File: src/mlp_pkg.sv
// ----------------------------------------------------------------------------
// mlp_pkg
// Shared types and constants for the localization pair matcher.
// ----------------------------------------------------------------------------
`default_nettype none

package mlp_pkg;

    localparam int DEFAULT_BUFFER_DEPTH = 16;

    localparam int POS_W   = 24;
    localparam int INT_W   = 24;
    localparam int FRAME_W = 20;
    localparam int TOL_W   = 20;
    localparam int CFG_IDX_W  = 3;
    localparam int CFG_DATA_W = 24;

    // exact ellipsoid test widths
    localparam int DIFF_W = POS_W + 2;      // a - offset - b
    localparam int SQ_W   = 2 * TOL_W;      // m^2, e^2
    localparam int WGT_W  = 4 * TOL_W;      // product of two squared tolerances
    localparam int RHS_W  = 6 * TOL_W;      // product of all squared tolerances
    localparam int ACC_W  = RHS_W + 2;      // sum of three terms
    localparam int DIGIT_W    = 8;
    localparam int MAC_DIGITS = SQ_W / DIGIT_W;

    typedef enum logic [CFG_IDX_W-1:0] {
        REG_OFFSET_X    = 3'd0,
        REG_OFFSET_Y    = 3'd1,
        REG_OFFSET_Z    = 3'd2,
        REG_TOLERANCE_X = 3'd3,
        REG_TOLERANCE_Y = 3'd4,
        REG_TOLERANCE_Z = 3'd5,
        REG_THREE_DIMS  = 3'd6,
        REG_ORIENTATION = 3'd7
    } cfg_reg_t;

    // operand set of the shared multiply-accumulate unit
    typedef enum logic [2:0] {
        MS_W0,
        MS_W1,
        MS_W2,
        MS_R,
        MS_T
    } mac_sel_t;

    typedef enum logic [3:0] {
        ST_IDLE,
        ST_PSQ,
        ST_PMAC,
        ST_PST,
        ST_CHK,
        ST_READ,
        ST_DIFF,
        ST_DIR,
        ST_TSQ,
        ST_TMAC,
        ST_CMP,
        ST_PAIR,
        ST_FLUSH,
        ST_STORE
    } state_t;

    typedef struct packed {
        logic     accept;
        logic     pre_start;
        logic     pre_sq;
        logic     pre_store;
        logic     mac_en;
        logic     acc_clr;
        mac_sel_t mac_sel;
        logic [1:0] dim;
        logic [2:0] digit;
        logic     dir;
        logic     sq_en;
        logic     rd_en;
        logic     diff_en;
        logic     cmp_en;
        logic     pair;
        logic     flush;
        logic     store;
    } cmd_t;

    typedef struct packed {
        logic       stale;
        logic       three_d;
        logic       have_entry;
        logic [1:0] fail;
        logic       match;
        logic       pend_valid;
        logic       out_free;
    } status_t;

    typedef struct packed {
        logic signed [POS_W-1:0] short_x;
        logic signed [POS_W-1:0] short_y;
        logic signed [POS_W-1:0] short_z;
        logic [INT_W-1:0]        short_intensity;
        logic signed [POS_W-1:0] long_x;
        logic signed [POS_W-1:0] long_y;
        logic signed [POS_W-1:0] long_z;
        logic [INT_W-1:0]        long_intensity;
    } pair_t;

endpackage

`default_nettype wire

File: src/mlp_ctrl.sv
// ----------------------------------------------------------------------------
// mlp_ctrl
// Sequencer: weight precompute after reset or configuration, then per item a walk over
// the buffered entries, two directions each, one tolerance term at a time.
// ----------------------------------------------------------------------------
`default_nettype none

module mlp_ctrl #(
    parameter int BUFFER_DEPTH = mlp_pkg::DEFAULT_BUFFER_DEPTH
) (
    input  wire logic                            aclk,
    input  wire logic                            aresetn,
    input  wire logic                            s_valid,
    output logic                                 s_ready,
    input  mlp_pkg::status_t                     status,
    output mlp_pkg::cmd_t                        cmd,
    output logic [$clog2(BUFFER_DEPTH)-1:0]      rd_addr
);
    import mlp_pkg::*;

    localparam int IDX_W = $clog2(BUFFER_DEPTH);

    state_t          state_reg, state_next;
    mac_sel_t        pre_sel_reg, pre_sel_next;
    logic [2:0]      digit_reg, digit_next;
    logic [1:0]      dim_reg, dim_next;
    logic            dir_reg, dir_next;
    logic [IDX_W-1:0] idx_reg, idx_next;
    logic            last_digit;
    logic [1:0]      last_dim;

    always_ff @(posedge aclk) begin
        if (!aresetn) begin
            state_reg   <= ST_IDLE;
            pre_sel_reg <= MS_W0;
            digit_reg   <= '0;
            dim_reg     <= '0;
            dir_reg     <= 1'b0;
            idx_reg     <= '0;
        end else begin
            state_reg   <= state_next;
            pre_sel_reg <= pre_sel_next;
            digit_reg   <= digit_next;
            dim_reg     <= dim_next;
            dir_reg     <= dir_next;
            idx_reg     <= idx_next;
        end
    end

    assign last_digit = (digit_reg == 3'(MAC_DIGITS - 1));
    assign last_dim   = status.three_d ? 2'd2 : 2'd1;
    assign rd_addr    = idx_reg;

    always_comb begin
        state_next   = state_reg;
        pre_sel_next = pre_sel_reg;
        digit_next   = digit_reg;
        dim_next     = dim_reg;
        dir_next     = dir_reg;
        idx_next     = idx_reg;
        s_ready      = 1'b0;
        cmd          = '0;
        cmd.mac_sel  = pre_sel_reg;
        cmd.dim      = dim_reg;
        cmd.digit    = digit_reg;
        cmd.dir      = dir_reg;

        case (state_reg)
            ST_IDLE: begin
                if (status.stale) begin
                    cmd.pre_start = 1'b1;
                    state_next    = ST_PSQ;
                end else begin
                    s_ready = 1'b1;
                    if (s_valid) begin
                        cmd.accept = 1'b1;
                        idx_next   = '0;
                        state_next = ST_CHK;
                    end
                end
            end
            ST_PSQ: begin
                cmd.pre_sq   = 1'b1;
                pre_sel_next = MS_W0;
                digit_next   = '0;
                state_next   = ST_PMAC;
            end
            ST_PMAC: begin
                cmd.mac_en  = 1'b1;
                cmd.acc_clr = (digit_reg == '0);
                if (last_digit) begin
                    state_next = ST_PST;
                end else begin
                    digit_next = digit_reg + 3'd1;
                end
            end
            ST_PST: begin
                cmd.pre_store = 1'b1;
                digit_next    = '0;
                state_next    = ST_PMAC;
                case (pre_sel_reg)
                    MS_W0:   pre_sel_next = MS_W1;
                    MS_W1:   pre_sel_next = MS_W2;
                    MS_W2:   pre_sel_next = MS_R;
                    default: state_next   = ST_IDLE;
                endcase
            end
            ST_CHK: begin
                state_next = status.have_entry ? ST_READ : ST_FLUSH;
            end
            ST_READ: begin
                cmd.rd_en  = 1'b1;
                state_next = ST_DIFF;
            end
            ST_DIFF: begin
                cmd.diff_en = 1'b1;
                dir_next    = 1'b0;
                state_next  = ST_DIR;
            end
            ST_DIR: begin
                // skip a direction that is out of range or already decided
                if (status.fail[dir_reg] || status.match) begin
                    if (dir_reg) begin
                        state_next = ST_PAIR;
                    end else begin
                        dir_next = 1'b1;
                    end
                end else begin
                    dim_next   = '0;
                    state_next = ST_TSQ;
                end
            end
            ST_TSQ: begin
                cmd.sq_en  = 1'b1;
                digit_next = '0;
                state_next = ST_TMAC;
            end
            ST_TMAC: begin
                cmd.mac_en  = 1'b1;
                cmd.mac_sel = MS_T;
                cmd.acc_clr = (digit_reg == '0) && (dim_reg == '0);
                if (last_digit) begin
                    if (dim_reg == last_dim) begin
                        state_next = ST_CMP;
                    end else begin
                        dim_next   = dim_reg + 2'd1;
                        state_next = ST_TSQ;
                    end
                end else begin
                    digit_next = digit_reg + 3'd1;
                end
            end
            ST_CMP: begin
                cmd.cmp_en = 1'b1;
                if (dir_reg) begin
                    state_next = ST_PAIR;
                end else begin
                    dir_next   = 1'b1;
                    state_next = ST_DIR;
                end
            end
            ST_PAIR: begin
                if (!status.match) begin
                    idx_next   = idx_reg + 1'b1;
                    state_next = ST_CHK;
                end else if (!status.pend_valid || status.out_free) begin
                    cmd.pair   = 1'b1;
                    idx_next   = idx_reg + 1'b1;
                    state_next = ST_CHK;
                end
            end
            ST_FLUSH: begin
                if (!status.pend_valid) begin
                    state_next = ST_STORE;
                end else if (status.out_free) begin
                    cmd.flush  = 1'b1;
                    state_next = ST_STORE;
                end
            end
            ST_STORE: begin
                cmd.store  = 1'b1;
                state_next = ST_IDLE;
            end
            default: begin
                state_next = ST_IDLE;
            end
        endcase
    end

endmodule

`default_nettype wire

File: config.mk
export PLATFORM = sky130hd
export DESIGN_NAME = mlp_ctrl
export DESIGN_NICKNAME = d
export VERILOG_FILES = /design/src/mlp_pkg.sv /design/src/mlp_ctrl.sv
export SDC_FILE = /design/constraint.sdc
export NUM_CORES = 1
export LEC_CHECK = 0
export BUFFER_PORTS_ARGS = -buffer_cell sky130_fd_sc_hd__buf_2
export CAP_MARGIN = 20
export CORE_UTILIZATION = 40
export CTS_CLUSTER_DIAMETER = 120
export DETAILED_ROUTE_END_ITERATION = 8
export GPL_ROUTABILITY_DRIVEN = 0
export HOLD_SLACK_MARGIN = 0.06
export PLACE_DENSITY = 0.6
export SLEW_MARGIN = 20
export SYNTH_ARGS = -nofsm -noshare
export SYNTH_HDL_FRONTEND = slang
export SYNTH_SLANG_ARGS = --single-unit
File: constraint.sdc
create_clock -name aclk -period 4 [get_ports aclk]
set_clock_uncertainty 0.2 [all_clocks]
set_input_delay 0.8 -clock aclk [delete_from_list [all_inputs] [get_ports aclk]]
set_output_delay 0.8 -clock aclk [all_outputs]
set_load 0.005 [all_outputs]
Yosys cells after proc, flatten, opt, wreduce, memory -nomap -nowiden
Index checks and enable logic that the tools add are counted.
{ "classes": {"n_addsub": 3, "order_cmp": 1, "eq_ne": 30, "muxes": 54, "n_reduce_logical": 22} }
{ "ops": {"columns": ["operator", "n"], "rows": [
  ["4-bit two-way mux", 16],
  ["4-bit one-hot mux with 13 select lines", 1],
  ["4-bit equality test, second input constant", 6],
  ["1-bit two-way mux", 21],
  ["4-bit by 3-bit equality test with 1-bit output, second input constant", 4],
  ["2-bit != test, second input constant", 8],
  ["2-bit two-way mux", 7],
  ["3-bit != test, second input constant", 4],
  ["3-bit one-hot mux with 2 select lines", 2],
  ["3-bit one-hot mux with 3 select lines", 1],
  ["4-bit by 2-bit equality test with 1-bit output, second input constant", 2],
  ["2-bit one-hot mux with 2 select lines", 2],
  ["4-bit one-hot mux with 2 select lines", 1],
  ["4-bit AND reduction", 2],
  ["2-bit nonzero test", 4],
  ["3-bit logical NOT", 2],
  ["3-bit two-way mux", 2],
  ["2-bit AND reduction", 3],
  ["6-bit AND reduction", 1],
  ["3-bit OR reduction", 2],
  ["4-bit by 1-bit adder with 4-bit output, second input constant", 1],
  ["4-bit by 1-bit equality test with 1-bit output, second input constant", 1],
  ["4-bit logical NOT", 1],
  ["4-bit != test, second input constant", 1],
  ["other kinds (14)", 15]
]} }
{ "totals": {"regBits": 17, "in_bits": 11, "out_inout_bits": 27, "elab_cells": 116} }

Depth between registers and ports, before layout
{ "depth": {"depth_word": 5, "mapped_depth": 7, "mapped_depth_nobuf": 6} }

Worst setup path before layout
Ideal clock, no wire load.
{ "synth_timing": {"kind": "input-to-output", "start": "in status[7] in the netlist's numbering", "end": "out cmd[21] in the netlist's numbering", "arrival_time_ns": 1.306, "t_required_ns": 3.000, "setup_slack_ns": 1.694, "path_stages": 2, "n_path_buf": 0, "cell_sequence": "nor4_4 > and2_1"} }
{ "synth_lines": {"columns": ["element", "line", "rtl"], "rows": [
  ["from (decl)", "mlp_ctrl.sv:15", "input mlp_pkg::status_t status,"],
  ["to (decl)", "mlp_ctrl.sv:16", "output mlp_pkg::cmd_t cmd,"]
]} }

==> results.cfg <==
[status]
outcome = completed

[setup_path]
cp_data_required_time_ns = 3.00
reg2reg_from = state_reg[3]$_SDFFE_PN0P_
critPathArrivalTime_ns = 1.96
end_kind = primary output
r2r.worst_path.cells = 5
critPathMaxFanout = 24
startpoint_type = register
path_class = reg2out
r2r_slack_ns = 1.50
r2r-end = digit_reg[1]$_SDFFE_PN0P_

[detailed_routing]
wl_per_cell_um = 13.6
routed_wl_um = 3310
drc = 0
firstDrtPassIters = 4
vias = 1325
antenna_left = 0
avgViaCountPerCell = 5.43
drt_iter0_markers = 66

[cells_and_area]
nets = 219
syn_to_final_growth_pct = 17.1
fill_cells = 343
diodes = 0
layout-drive-gt1-share_pct = 25.5

[die]
core_area_mm2 = 0.00310
start_util_pct = 42.5
dieArea_mm2 = 0.00353
io_pins = 38
row_count = 20
die-width_um = 59.4
fp.dieH_um = 59.4

[synth]
synth_warnings = 0
yosysTopAreaCell = dfxtp_1
netlist.area_leader.share_pct = 24.3
synthCells = 169
ys_top_cells_by_area = dfxtp_1 (24%), nor2_1 (6.8%), ha_1 (6.6%), mux2i_1 (4.6%), nand2_1 (4.6%)
syn_nets = 187
synth_most_common_cell = nor2_1
syn_area_mm2 = 0.00132
synth_seq_area_share_pct = 24.3
synth_edf_count = 0
synth-seq-cells = 16
syn_avg_cell_area_um2 = 7.80
async_reset_ff_share_pct = 0
synth_commonest_cells = nor2_1 (24), dfxtp_1 (16), nand2_1 (16), inv_1 (12), ha_1 (7)
ys_types = 49
synth_flop_cell = dfxtp_1

[sta]
report.final.slew_viol_count = 0
fin_crit_sh_pct = 74.1
setup_viol_count_final = 0
hold_viol = 0
relSlewSlack_pct = 41.7
min_period_ns = 2.96
holdWs_ns = 0.304
setup_tns_ns = 0
rsz0062_at_grt = no
fmax_ghz = 0.337
tightest_slew_ns = 0.873

[power_and_ir_drop]
p_leak_uw = 0.000695
vdd_drop_max_v = 0.000174
p_per_area_mw_per_mm2 = 502

[grt]
grt.overflow.total = 0
grt_pass1_vias = 1192
grt_pass1_wl_um = 5180
grt_max_degree = 25
track_usage_pct = 19.7
antenna_found_initial = 0

[clock_tree]
cts-root-buf = clkbuf_4
clkTransAtPathRegs_ns = 0.11
cts_setup_buffers = 0
cts_tree = yes
htree_levels = 1
hold_buffers = 0
cts_buffers = 3
clk_latency_ns = 0.30
clock_sinks = 16
cts.repair.resized = 0
clk_path_buf_depth = 2

[min_path]
hold_path_depth = 2
hold_start = rd_addr[1]$_SDFFE_PN0P_
hold_path_end = rd_addr[1]$_SDFFE_PN0P_
holdCritPathClass = reg2reg

[placement]
io_buffer_count = 37
dp_hpwl_um = 2480

[job]
maxCapViolCount = 0
## critical path: stages (launching register included)
cell	delay, ns
dfxtp_1	0.87
and4bb_4	0.36
or2_2	0.30
buf_2	0.13
## cells by family (layout without fill, tap and decap cells)
group	after synthesis	count (layout)	share of synthesized area [%]
AND/OR/NAND/NOR	78	78	31.4
AO/OA/AOI/OAI	33	33	20.8
buffers and inverters	22	53	7.30
flip-flops	16	16	24.3
multiplexers	8	8	6.26
adder cells (fa/ha/maj)	7	7	6.64
XOR/XNOR	5	5	3.32
## stage by stage
stage / std cells / total power, uW / worst slack (ns) / util, % / cell area, um^2
floorplan: 169 / 560 / 1.69 / - / 1320
global placement: 240 / 653 / 1.40 / 48.6 / 1510
detailed placement: 240 / 660 / 1.38 / 48.6 / 1510
CTS: 244 / 777 / 1.04 / 49.8 / 1540
global route: 244 / 837 / 0.932 / 49.8 / 1540
finish: 244 / 775 / 1.04 / 49.8 / 1540
## how the worst max path moves through the flow
stage	from	to	slack, ns	cells past startpoint
3_3_place_gp	state_reg[2]$_SDFFE_PN0P_	cmd[17]	1.40	3
3_5_place_dp	state_reg[2]$_SDFFE_PN0P_	cmd[17]	1.38	3
2_1_floorplan	status[7]	cmd[21]	1.69	2
5_1_grt	state_reg[2]$_SDFFE_PN0P_	cmd[17]	0.93	3
6_report	state_reg[2]$_SDFFE_PN0P_	cmd[17]	1.04	3
4_1_cts	state_reg[2]$_SDFFE_PN0P_	cmd[17]	1.04	3
## metal layers
metal | vias to the layer above | routed length [um] | track usage, %
met5 | - | 0 | 0
met4 | 0 | 58 | 11.2
met3 | 8 | 170 | 3.93
met2 | 43 | 1540 | 30.8
met1 | 620 | 1540 | 25.0
li1 | 654 | - | -
## layout make-up
cell class	count	area [um^2]	share of cell area, %
Clock buffer	4	36.3	2.35
Inverter	12	45.0	2.92
Multi-Input combinational cell	131	902	58.4
Sequential cell	16	320	20.7
Tap cell	44	55.1	3.57
Timing Repair Buffer	37	185	12.0
## cells in the final DEF (no fill, tap or decap), types with 2 or more instances in the layout
cell | Yosys | layout
mux2i_1 | 6 | 6
ha_1 | 7 | 7
a21o_1 | 2 | 2
a21oi_1 | 5 | 5
buf_2 | 5 | 37
and3_1 | 6 | 6
dfxtp_1 | 16 | 16
mux2_2 | 2 | 2
nand4_1 | 3 | 3
o22ai_1 | 2 | 2
nor3_1 | 4 | 4
nand2b_1 | 5 | 5
nand3_1 | 5 | 5
nand2_1 | 16 | 16
and2_1 | 3 | 3
nor2_1 | 24 | 24
a211oi_1 | 2 | 2
nor2b_1 | 3 | 3
inv_1 | 12 | 12
o21ai_0 | 6 | 6
xor2_1 | 4 | 4
clkbuf_4 | 0 | 3
a31oi_1 | 2 | 2
## power by group
part | leakage (uW) | internal, uW | switching [uW]
clock network | 0.0000210 | 55.5 | 61.0
registers | 0.000130 | 185 | 91.9
logic | 0.000544 | 177 | 205
total | 0.000695 | 417 | 358
Note: power is estimated with default switching activity, not from simulation.
